`config.mk`:
```
export PLATFORM = sky130hd
export DESIGN_NAME = pixel_gain_gray_format_pack
export DESIGN_NICKNAME = d
export VERILOG_FILES = /design/src/hw/rtl/pggfp_pkg.sv /design/src/hw/rtl/pggfp_front.sv /design/src/hw/rtl/pggfp_queue.sv /design/src/hw/rtl/pggfp_back.sv /design/src/hw/rtl/pixel_gain_gray_format_pack.sv
export SDC_FILE = /design/constraint.sdc
export NUM_CORES = 1
export LEC_CHECK = 0
export ABC_CLOCK_PERIOD_IN_PS = 20800
export BUFFER_PORTS_ARGS = -buffer_cell sky130_fd_sc_hd__buf_2
export CAP_MARGIN = 20
export CORE_ASPECT_RATIO = 1.5
export CORE_MARGIN = 2
export CORE_UTILIZATION = 25
export CTS_CLUSTER_DIAMETER = 100
export DETAILED_ROUTE_END_ITERATION = 7
export PLACE_DENSITY_LB_ADDON = 0.15
export REMOVE_ABC_BUFFERS = 1
export SYNTH_ARGS = -nofsm -noshare
export SYNTH_HDL_FRONTEND = slang
export SYNTH_SLANG_ARGS = --single-unit
```
`constraint.sdc`:
```
create_clock -name clk_i -period 20.8 [get_ports clk_i]
set_input_delay 3.12 -clock clk_i [delete_from_list [all_inputs] [get_ports clk_i]]
set_output_delay 3.12 -clock clk_i [all_outputs]
set_load 0.01 [all_outputs]
```
`src/hw/rtl/pggfp_pkg.sv`:
```
package pggfp_pkg;

  // configuration register indexes
  typedef enum logic [2:0] {
    REG_GAIN_RED   = 3'd0,
    REG_GAIN_GREEN = 3'd1,
    REG_GAIN_BLUE  = 3'd2,
    REG_COLOR_MODE = 3'd3,
    REG_BW_THRESH  = 3'd4,
    REG_OUT_FORMAT = 3'd5,
    REG_ALPHA      = 3'd6
  } reg_idx_e;

  // colour handling codes
  typedef enum logic [1:0] {
    MODE_COLOR = 2'd0,
    MODE_GRAY  = 2'd1,
    MODE_BW    = 2'd2,
    MODE_GRAY2 = 2'd3
  } color_mode_e;

  // output packing codes
  typedef enum logic [1:0] {
    FMT_ARGB8888 = 2'd0,
    FMT_RGB555   = 2'd1,
    FMT_RGB332   = 2'd2,
    FMT_BIT      = 2'd3
  } out_format_e;

  // reset values of the configuration registers
  localparam logic [15:0] GAIN_RESET   = 16'd256;
  localparam logic [7:0]  THRESH_RESET = 8'd128;
  localparam logic [7:0]  ALPHA_RESET  = 8'hff;

  // floor(x / 3) as (x * DIV3_MUL) >> DIV3_SHIFT, exact for x <= 765
  localparam int unsigned DIV3_SHIFT = 11;
  localparam logic [9:0]  DIV3_MUL   = 10'd683;

  typedef struct packed {
    logic [23:0] pixel_rgb;
    logic        last_pixel;
  } pixel_in_t;

  typedef struct packed {
    logic [31:0] out_word;
    logic        out_last;
  } pixel_out_t;

  // pixel after gain and saturation
  typedef struct packed {
    logic [7:0] red;
    logic [7:0] green;
    logic [7:0] blue;
    logic       last;
  } gained_t;

  typedef struct packed {
    logic [15:0]  gain_red;
    logic [15:0]  gain_green;
    logic [15:0]  gain_blue;
    color_mode_e  color_mode;
    logic [7:0]   bw_threshold;
    out_format_e  out_format;
    logic [7:0]   alpha_byte;
  } cfg_t;

  typedef struct packed {
    logic full;
    logic empty;
  } q_stat_t;

endpackage

```
`src/hw/rtl/pggfp_front.sv`:
```
module pggfp_front import pggfp_pkg::*; (
  input  logic      clk_i,
  input  logic      rst_ni,
  input  logic      in_valid_i,
  output logic      in_stall_o,
  input  pixel_in_t in_data_i,
  input  cfg_t      cfg_i,
  input  q_stat_t   q_stat_i,
  output logic      push_o,
  output gained_t   push_data_o
);

  // channel times 8.8 gain, floor, clamp at 255
  function automatic logic [7:0] apply_gain(input logic [7:0] chan, input logic [15:0] gain);
    logic [23:0] prod;
    prod = chan * gain;
    apply_gain = (|prod[23:16]) ? 8'hff : prod[15:8];
  endfunction

  logic    vld_q, vld_d;
  gained_t data_q;
  logic    accept;

  // hold the stage while the queue is full
  assign in_stall_o  = vld_q & q_stat_i.full;
  assign push_o      = vld_q & ~q_stat_i.full;
  assign push_data_o = data_q;
  assign accept      = in_valid_i & ~in_stall_o;
  assign vld_d       = accept | (vld_q & q_stat_i.full);

  // valid flag
  always_ff @(posedge clk_i or negedge rst_ni) begin
    if (!rst_ni) begin
      vld_q <= 1'b0;
    end else begin
      vld_q <= vld_d;
    end
  end

  // gain multipliers into the stage register
  always_ff @(posedge clk_i) begin
    if (accept) begin
      data_q.red   <= apply_gain(in_data_i.pixel_rgb[23:16], cfg_i.gain_red);
      data_q.green <= apply_gain(in_data_i.pixel_rgb[15:8], cfg_i.gain_green);
      data_q.blue  <= apply_gain(in_data_i.pixel_rgb[7:0], cfg_i.gain_blue);
      data_q.last  <= in_data_i.last_pixel;
    end
  end

endmodule

```
`src/hw/rtl/pggfp_queue.sv`:
```
module pggfp_queue import pggfp_pkg::*; (
  input  logic    clk_i,
  input  logic    rst_ni,
  input  logic    push_i,
  input  gained_t push_data_i,
  input  logic    pop_i,
  output gained_t pop_data_o,
  output q_stat_t stat_o
);

  gained_t    mem_q [2];
  logic       wr_ptr_q, wr_ptr_d;
  logic       rd_ptr_q, rd_ptr_d;
  logic [1:0] count_q, count_d;

  assign stat_o.full  = (count_q == 2'd2);
  assign stat_o.empty = (count_q == 2'd0);
  assign pop_data_o   = mem_q[rd_ptr_q];

  // pointer and fill count update
  always_comb begin
    wr_ptr_d = wr_ptr_q ^ push_i;
    rd_ptr_d = rd_ptr_q ^ pop_i;
    count_d  = count_q;
    if (push_i && !pop_i) begin
      count_d = count_q + 2'd1;
    end else if (pop_i && !push_i) begin
      count_d = count_q - 2'd1;
    end
  end

  always_ff @(posedge clk_i or negedge rst_ni) begin
    if (!rst_ni) begin
      wr_ptr_q <= 1'b0;
      rd_ptr_q <= 1'b0;
      count_q  <= 2'd0;
    end else begin
      wr_ptr_q <= wr_ptr_d;
      rd_ptr_q <= rd_ptr_d;
      count_q  <= count_d;
    end
  end

  // entry storage
  always_ff @(posedge clk_i) begin
    if (push_i) begin
      mem_q[wr_ptr_q] <= push_data_i;
    end
  end

endmodule

```
`src/hw/rtl/pggfp_back.sv`:
```
module pggfp_back import pggfp_pkg::*; (
  input  logic       clk_i,
  input  logic       rst_ni,
  input  cfg_t       cfg_i,
  input  q_stat_t    q_stat_i,
  input  gained_t    q_data_i,
  output logic       pop_o,
  output logic       out_valid_o,
  input  logic       out_stall_i,
  output pixel_out_t out_data_o
);

  logic       out_vld_q, out_vld_d;
  pixel_out_t out_q, out_d;
  logic [7:0] acc_q, acc_d;
  logic [2:0] cnt_q, cnt_d;

  // take from the queue when the output register is free or draining
  assign pop_o       = ~q_stat_i.empty & (~out_vld_q | ~out_stall_i);
  assign out_valid_o = out_vld_q;
  assign out_data_o  = out_q;

  // gray conversion, packing and bit gathering
  always_comb begin
    logic [9:0]  sum;
    logic [19:0] prod;
    logic [7:0]  gray;
    logic [7:0]  r, g, b;
    logic        bit_val;
    logic [7:0]  acc_next;

    sum      = {2'b00, q_data_i.red} + {2'b00, q_data_i.green} + {2'b00, q_data_i.blue};
    prod     = sum * DIV3_MUL;
    gray     = prod[DIV3_SHIFT +: 8];
    r        = q_data_i.red;
    g        = q_data_i.green;
    b        = q_data_i.blue;
    bit_val  = 1'b0;
    acc_next = acc_q;

    out_vld_d = out_vld_q & out_stall_i;
    out_d     = out_q;
    acc_d     = acc_q;
    cnt_d     = cnt_q;

    if (cfg_i.color_mode == MODE_BW) begin
      gray = (gray >= cfg_i.bw_threshold) ? 8'hff : 8'h00;
    end
    if (cfg_i.color_mode != MODE_COLOR) begin
      r = gray;
      g = gray;
      b = gray;
    end

    if (pop_o) begin
      out_d.out_last = q_data_i.last;
      case (cfg_i.out_format)
        FMT_ARGB8888: begin
          out_d.out_word = {cfg_i.alpha_byte, r, g, b};
          out_vld_d      = 1'b1;
        end
        FMT_RGB555: begin
          out_d.out_word = {17'd0, r[7:3], g[7:3], b[7:3]};
          out_vld_d      = 1'b1;
        end
        FMT_RGB332: begin
          out_d.out_word = {24'd0, r[7:5], g[7:5], b[7:6]};
          out_vld_d      = 1'b1;
        end
        default: begin
          bit_val  = r[7] | g[7] | b[7];
          acc_next = {acc_q[6:0], bit_val};
          if (cnt_q == 3'd7) begin
            out_d.out_word = {24'd0, acc_next};
            out_vld_d      = 1'b1;
            acc_d          = 8'd0;
            cnt_d          = 3'd0;
          end else begin
            acc_d = acc_next;
            cnt_d = cnt_q + 3'd1;
          end
        end
      endcase
      // frame end drops any partial byte
      if (q_data_i.last) begin
        acc_d = 8'd0;
        cnt_d = 3'd0;
      end
    end
  end

  // control and gathering state
  always_ff @(posedge clk_i or negedge rst_ni) begin
    if (!rst_ni) begin
      out_vld_q <= 1'b0;
      acc_q     <= 8'd0;
      cnt_q     <= 3'd0;
    end else begin
      out_vld_q <= out_vld_d;
      acc_q     <= acc_d;
      cnt_q     <= cnt_d;
    end
  end

  // output payload register
  always_ff @(posedge clk_i) begin
    out_q <= out_d;
  end

endmodule

```
`src/hw/rtl/pixel_gain_gray_format_pack.sv`:
```
// the gain multipliers sit in the front register, packing in the back
// throughput: one pixel per cycle unless the output stalls; bit format gives one
//   result per eight pixels
// a two-entry queue between front and back holds pixels while the output stalls
// reset: asynchronous, clears valid flags, queue and bit gathering, and loads
//   gains of 1.0, colour mode, threshold 128, ARGB8888 format and alpha 0xff
module pixel_gain_gray_format_pack import pggfp_pkg::*; (
  input  logic        clk_i,
  input  logic        rst_ni,
  input  logic        in_valid_i,
  output logic        in_stall_o,
  input  pixel_in_t   in_data_i,
  output logic        out_valid_o,
  input  logic        out_stall_i,
  output pixel_out_t  out_data_o,
  input  logic        psel,
  input  logic        penable,
  input  logic        pwrite,
  input  logic [4:0]  paddr,
  input  logic [31:0] pwdata,
  output logic [31:0] prdata,
  output logic        pready
);

  cfg_t     cfg_q;
  logic     cfg_wr;
  reg_idx_e reg_idx;
  logic     q_push, q_pop;
  gained_t  q_wdata, q_rdata;
  q_stat_t  q_stat;

  // configuration port
  assign pready  = 1'b1;
  assign cfg_wr  = psel & penable & pwrite;
  assign reg_idx = reg_idx_e'(paddr[4:2]);

  always_ff @(posedge clk_i or negedge rst_ni) begin
    if (!rst_ni) begin
      cfg_q.gain_red     <= GAIN_RESET;
      cfg_q.gain_green   <= GAIN_RESET;
      cfg_q.gain_blue    <= GAIN_RESET;
      cfg_q.color_mode   <= MODE_COLOR;
      cfg_q.bw_threshold <= THRESH_RESET;
      cfg_q.out_format   <= FMT_ARGB8888;
      cfg_q.alpha_byte   <= ALPHA_RESET;
    end else if (cfg_wr) begin
      case (reg_idx)
        REG_GAIN_RED:   cfg_q.gain_red     <= pwdata[15:0];
        REG_GAIN_GREEN: cfg_q.gain_green   <= pwdata[15:0];
        REG_GAIN_BLUE:  cfg_q.gain_blue    <= pwdata[15:0];
        REG_COLOR_MODE: cfg_q.color_mode   <= color_mode_e'(pwdata[1:0]);
        REG_BW_THRESH:  cfg_q.bw_threshold <= pwdata[7:0];
        REG_OUT_FORMAT: cfg_q.out_format   <= out_format_e'(pwdata[1:0]);
        REG_ALPHA:      cfg_q.alpha_byte   <= pwdata[7:0];
        default: ;
      endcase
    end
  end

  // register readback
  always_comb begin
    case (reg_idx)
      REG_GAIN_RED:   prdata = {16'd0, cfg_q.gain_red};
      REG_GAIN_GREEN: prdata = {16'd0, cfg_q.gain_green};
      REG_GAIN_BLUE:  prdata = {16'd0, cfg_q.gain_blue};
      REG_COLOR_MODE: prdata = {30'd0, cfg_q.color_mode};
      REG_BW_THRESH:  prdata = {24'd0, cfg_q.bw_threshold};
      REG_OUT_FORMAT: prdata = {30'd0, cfg_q.out_format};
      REG_ALPHA:      prdata = {24'd0, cfg_q.alpha_byte};
      default:        prdata = 32'd0;
    endcase
  end

  // front: accept and apply gains
  pggfp_front u_front (
    .clk_i       (clk_i),
    .rst_ni      (rst_ni),
    .in_valid_i  (in_valid_i),
    .in_stall_o  (in_stall_o),
    .in_data_i   (in_data_i),
    .cfg_i       (cfg_q),
    .q_stat_i    (q_stat),
    .push_o      (q_push),
    .push_data_o (q_wdata)
  );

  // queue between front and back
  pggfp_queue u_queue (
    .clk_i       (clk_i),
    .rst_ni      (rst_ni),
    .push_i      (q_push),
    .push_data_i (q_wdata),
    .pop_i       (q_pop),
    .pop_data_o  (q_rdata),
    .stat_o      (q_stat)
  );

  // back: gray, pack, gather
  pggfp_back u_back (
    .clk_i       (clk_i),
    .rst_ni      (rst_ni),
    .cfg_i       (cfg_q),
    .q_stat_i    (q_stat),
    .q_data_i    (q_rdata),
    .pop_o       (q_pop),
    .out_valid_o (out_valid_o),
    .out_stall_i (out_stall_i),
    .out_data_o  (out_data_o)
  );

  // queue never reports full and empty together
  assert property (@(posedge clk_i) disable iff (!rst_ni) !(q_stat.full && q_stat.empty))
    else $error("queue full and empty at once");

  // back never pops an empty queue
  assert property (@(posedge clk_i) disable iff (!rst_ni) q_pop |-> !q_stat.empty)
    else $error("pop from empty queue");

  // a push into a full queue never happens
  assert property (@(posedge clk_i) disable iff (!rst_ni) q_push |-> !q_stat.full)
    else $error("push into full queue");

  // input stall only while the queue is full
  assert property (@(posedge clk_i) disable iff (!rst_ni) in_stall_o |-> q_stat.full)
    else $error("input stalled with queue room");

endmodule
```
==> impl_metrics.toml <==
[run_status]
status = "complete, no violations"

[clock_network]
cts_hold_buffers = 0
htree_levels = 4
clkTransAtPathRegs_ns = 0.07
cts_root_buffer = "clkbuf_16"
cts_resized = 0
cts_sinks = 192
clkLatencyLatePin_ns = 0.47
numCtsBuffers = 17
clk_path_buf_depth = 2
postCtsSetupRepairBufs = 0
tritoncts = "done"

[grt]
grt_overflow = 0
antenna_found_initial = 2
grt_pass1_vias = 17714
grt_max_degree = 45
grt_pass1_wl_microns = 102000
grtUsageTotal = 0.143

[placement]
placed_area_sq_um = 24100
io_buffers = 101
dp_hpwl_microns = 52200
place_congestion = 0.822

[logic_synthesis]
ys_seq_area_frac = 0.238
ys_types = 85
syn-cell-area_sq_um = 22500
postSynthCellCount = 2236
ys_seq_elements = 192
synth-edff-count = 108
ys.warnings.count = 0
synth-async-reset-ratio = 0.438
synth-main-ff-cell = "edfxtp_1"
syn_avg_cell_area_sq_um = 10.1

[layout]
fillers = 9455
final_cell_mix = "317 x inv_1, 272 x fa_1, 257 x and2_1, 210 x ha_1, 193 x nand2_1"
fin_nets = 2818
layout_commonest_cell = "inv_1"
drive_above_1_share = 0.125
design_area_sq_um = 24700
syn_to_final_growth_pct = 9.72
antenna_cells = 0

[hold_path]
hold_path_class = "reg2reg"

[critical_path]
crit_path_end_kind = "flip-flop"
r2r-start = "u_queue.rd_ptr_q$_DFF_PN0_"
setup.worst_path.start_class = "flip-flop"
r2r_slack_ns = 9.77
endpoint = "u_back.out_data_o[6]$_DFFE_PP_"
worst-setup-path-type = "reg2reg"
cp_data_required_time_ns = 21.00
crit_start = "u_queue.rd_ptr_q$_DFF_PN0_"
critPathArrivalTime_ns = 11.23
crit_fanout = 26
reg2reg_depth = 38
critPathSlowestCell = "a2111oi_4"
rr_endpoint = "u_back.out_data_o[6]$_DFFE_PP_"
cpPeakStageDelay_ns = 1.03

[floorplan]
fp.dieH_microns = 372
die_w_microns = 249
row_count = 134
dieArea_sq_um = 92500
initial_core_util = 0.252
ios = 137
core_area_sq_um = 89200

[route]
routedWlPerCell_microns = 18.6
drt_wl_total_microns = 63800
ant_nets = 0
viasPerCell = 4.57
remaining_drc_errors = 0
via_count = 15714
drtIter0Drc = 659
first_pass_iters = 5

[timing]
fmax_ghz = 0.0907
min_period_ns = 11.03
fin_tns_setup_ns = 0
final-setup-viol-count = 0
period_share = 0.530
slew_violations = 0
clock_skew_ns = 0.0179
slew_headroom = 0.266
hold_violations = 0
tightest_slew_ns = 1.10
rsz0062_at_grt = "no"

[flow_run]
max_cap_viol_count = 0
[synth_stat cells (6+ instances only)]
master / n / area [sq um]
ha_1: 210 / 2630
xnor2_1: 29 / 254
o21ai_1: 8 / 40.0
inv_1: 317 / 1190
a211o_1: 7 / 61.3
o21a_1: 13 / 97.6
or2_2: 9 / 56.3
o21ai_0: 42 / 210
dfrtp_1: 72 / 1800
and2_1: 257 / 1610
nand2_1: 193 / 724
nor2_1: 88 / 330
a31oi_1: 11 / 68.8
xor2_1: 27 / 236
nand4_1: 14 / 87.6
mux4_2: 6 / 135
mux2i_1: 16 / 160
a21o_1: 39 / 293
buf_4: 18 / 135
edfxtp_1: 108 / 3240
a22o_1: 7 / 61.3
or3_1: 8 / 50.1
a21oi_1: 61 / 305
nand2b_1: 24 / 150
mux2_2: 90 / 1010
nand3_1: 27 / 135
nor3_1: 17 / 85.1
fa_1: 272 / 5450
clkbuf_1: 91 / 342
and3_1: 8 / 50.1
o211ai_1: 10 / 75.1
dfstp_2: 12 / 315
o21bai_1: 11 / 82.6
[state kept, by name, indices dropped and copies added (netlist names)]
name and count:
u_back.out_valid_o 1, u_front.vld_q 1, u_queue.rd_ptr_q 1, u_back.out_data_o 33, u_queue.mem_q 50, u_queue.count_q 2, u_back.acc_q 7, cfg_q 68
u_queue.wr_ptr_q 1, u_back.cnt_q 3, u_front.push_data_o 25
[through the flow]
| step | utilization | hold slack, ns | instances | worst slack, ns |
|---|---|---|---|---|
| floorplan | - | 0.421 | 2135 | 11.27 |
| global placement | 0.270 | 0.427 | 3404 | 9.81 |
| detailed placement | 0.270 | 0.434 | 3404 | 9.67 |
| CTS | 0.277 | 0.448 | 3436 | 9.63 |
| global route | 0.277 | 0.464 | 3436 | 8.91 |
| finish | 0.277 | 0.447 | 3436 | 9.77 |
[cells by family after synthesis]
kind of cell,share of synthesized area
compound gates,0.0914
xor+xnor,0.0218
fa+ha+maj,0.359
buf+inv,0.0756
flops,0.238
mux,0.0593
other cells,0.000334
simple gates,0.155
[worst max-delay path, delay by kind of cell, from the launching register on]
family	cells	cell delay (ns)
DFF	1	0.32
muxes	1	0.44
buffers and inverters	7	0.76
adders and majority gates	10	3.37
and+or+nand+nor	3	0.82
xor gates and xnor gates	2	0.68
AOI/OAI and AO/OA	15	4.34
[routing by layer]
layer  share of wire  routed length [microns]  GRT usage  vias up
li1                -                        -          -     7380
met1            0.41                    26200      0.163     8025
met2            0.54                    34500      0.276      236
met3           0.024                     1540     0.0179       69
met4           0.024                     1540     0.0416        4
met5         0.00034                       22          0        -
[how the worst min path moves through the flow]
stage	startpoint	endpoint	slack (ns)	cells after the start
floorplan	u_front.push_data_o[0]$_DFFE_PP_	u_queue.mem_q[0][0]$_DFFE_PP_	0.42	0
global route	u_front.push_data_o[4]$_SDFFCE_PP1P_	u_queue.mem_q[1][4]$_DFFE_PP_	0.46	0
finish	u_front.push_data_o[20]$_SDFFCE_PP1P_	u_queue.mem_q[1][20]$_DFFE_PP_	0.45	0
CTS	u_front.push_data_o[0]$_DFFE_PP_	u_queue.mem_q[0][0]$_DFFE_PP_	0.45	0
detailed placement	u_front.push_data_o[0]$_DFFE_PP_	u_queue.mem_q[0][0]$_DFFE_PP_	0.43	0
global placement	u_front.push_data_o[20]$_SDFFCE_PP1P_	u_queue.mem_q[0][20]$_DFFE_PP_	0.43	0
[area by class of cell]
cell class,count,area [sq um],share of cell area
multi-input combinational,1625,15500,0.628
sequential,192,5360,0.217
tap,1156,1450,0.0585
inverter,318,1190,0.0483
timing repair buffer,113,598,0.0242
clock buffer,22,497,0.0201
clock inverter,10,86.3,0.00349
Power is left out: the tool's default activity adds up to more than one toggle a clock period on the data nets, which glitch-free logic cannot reach.
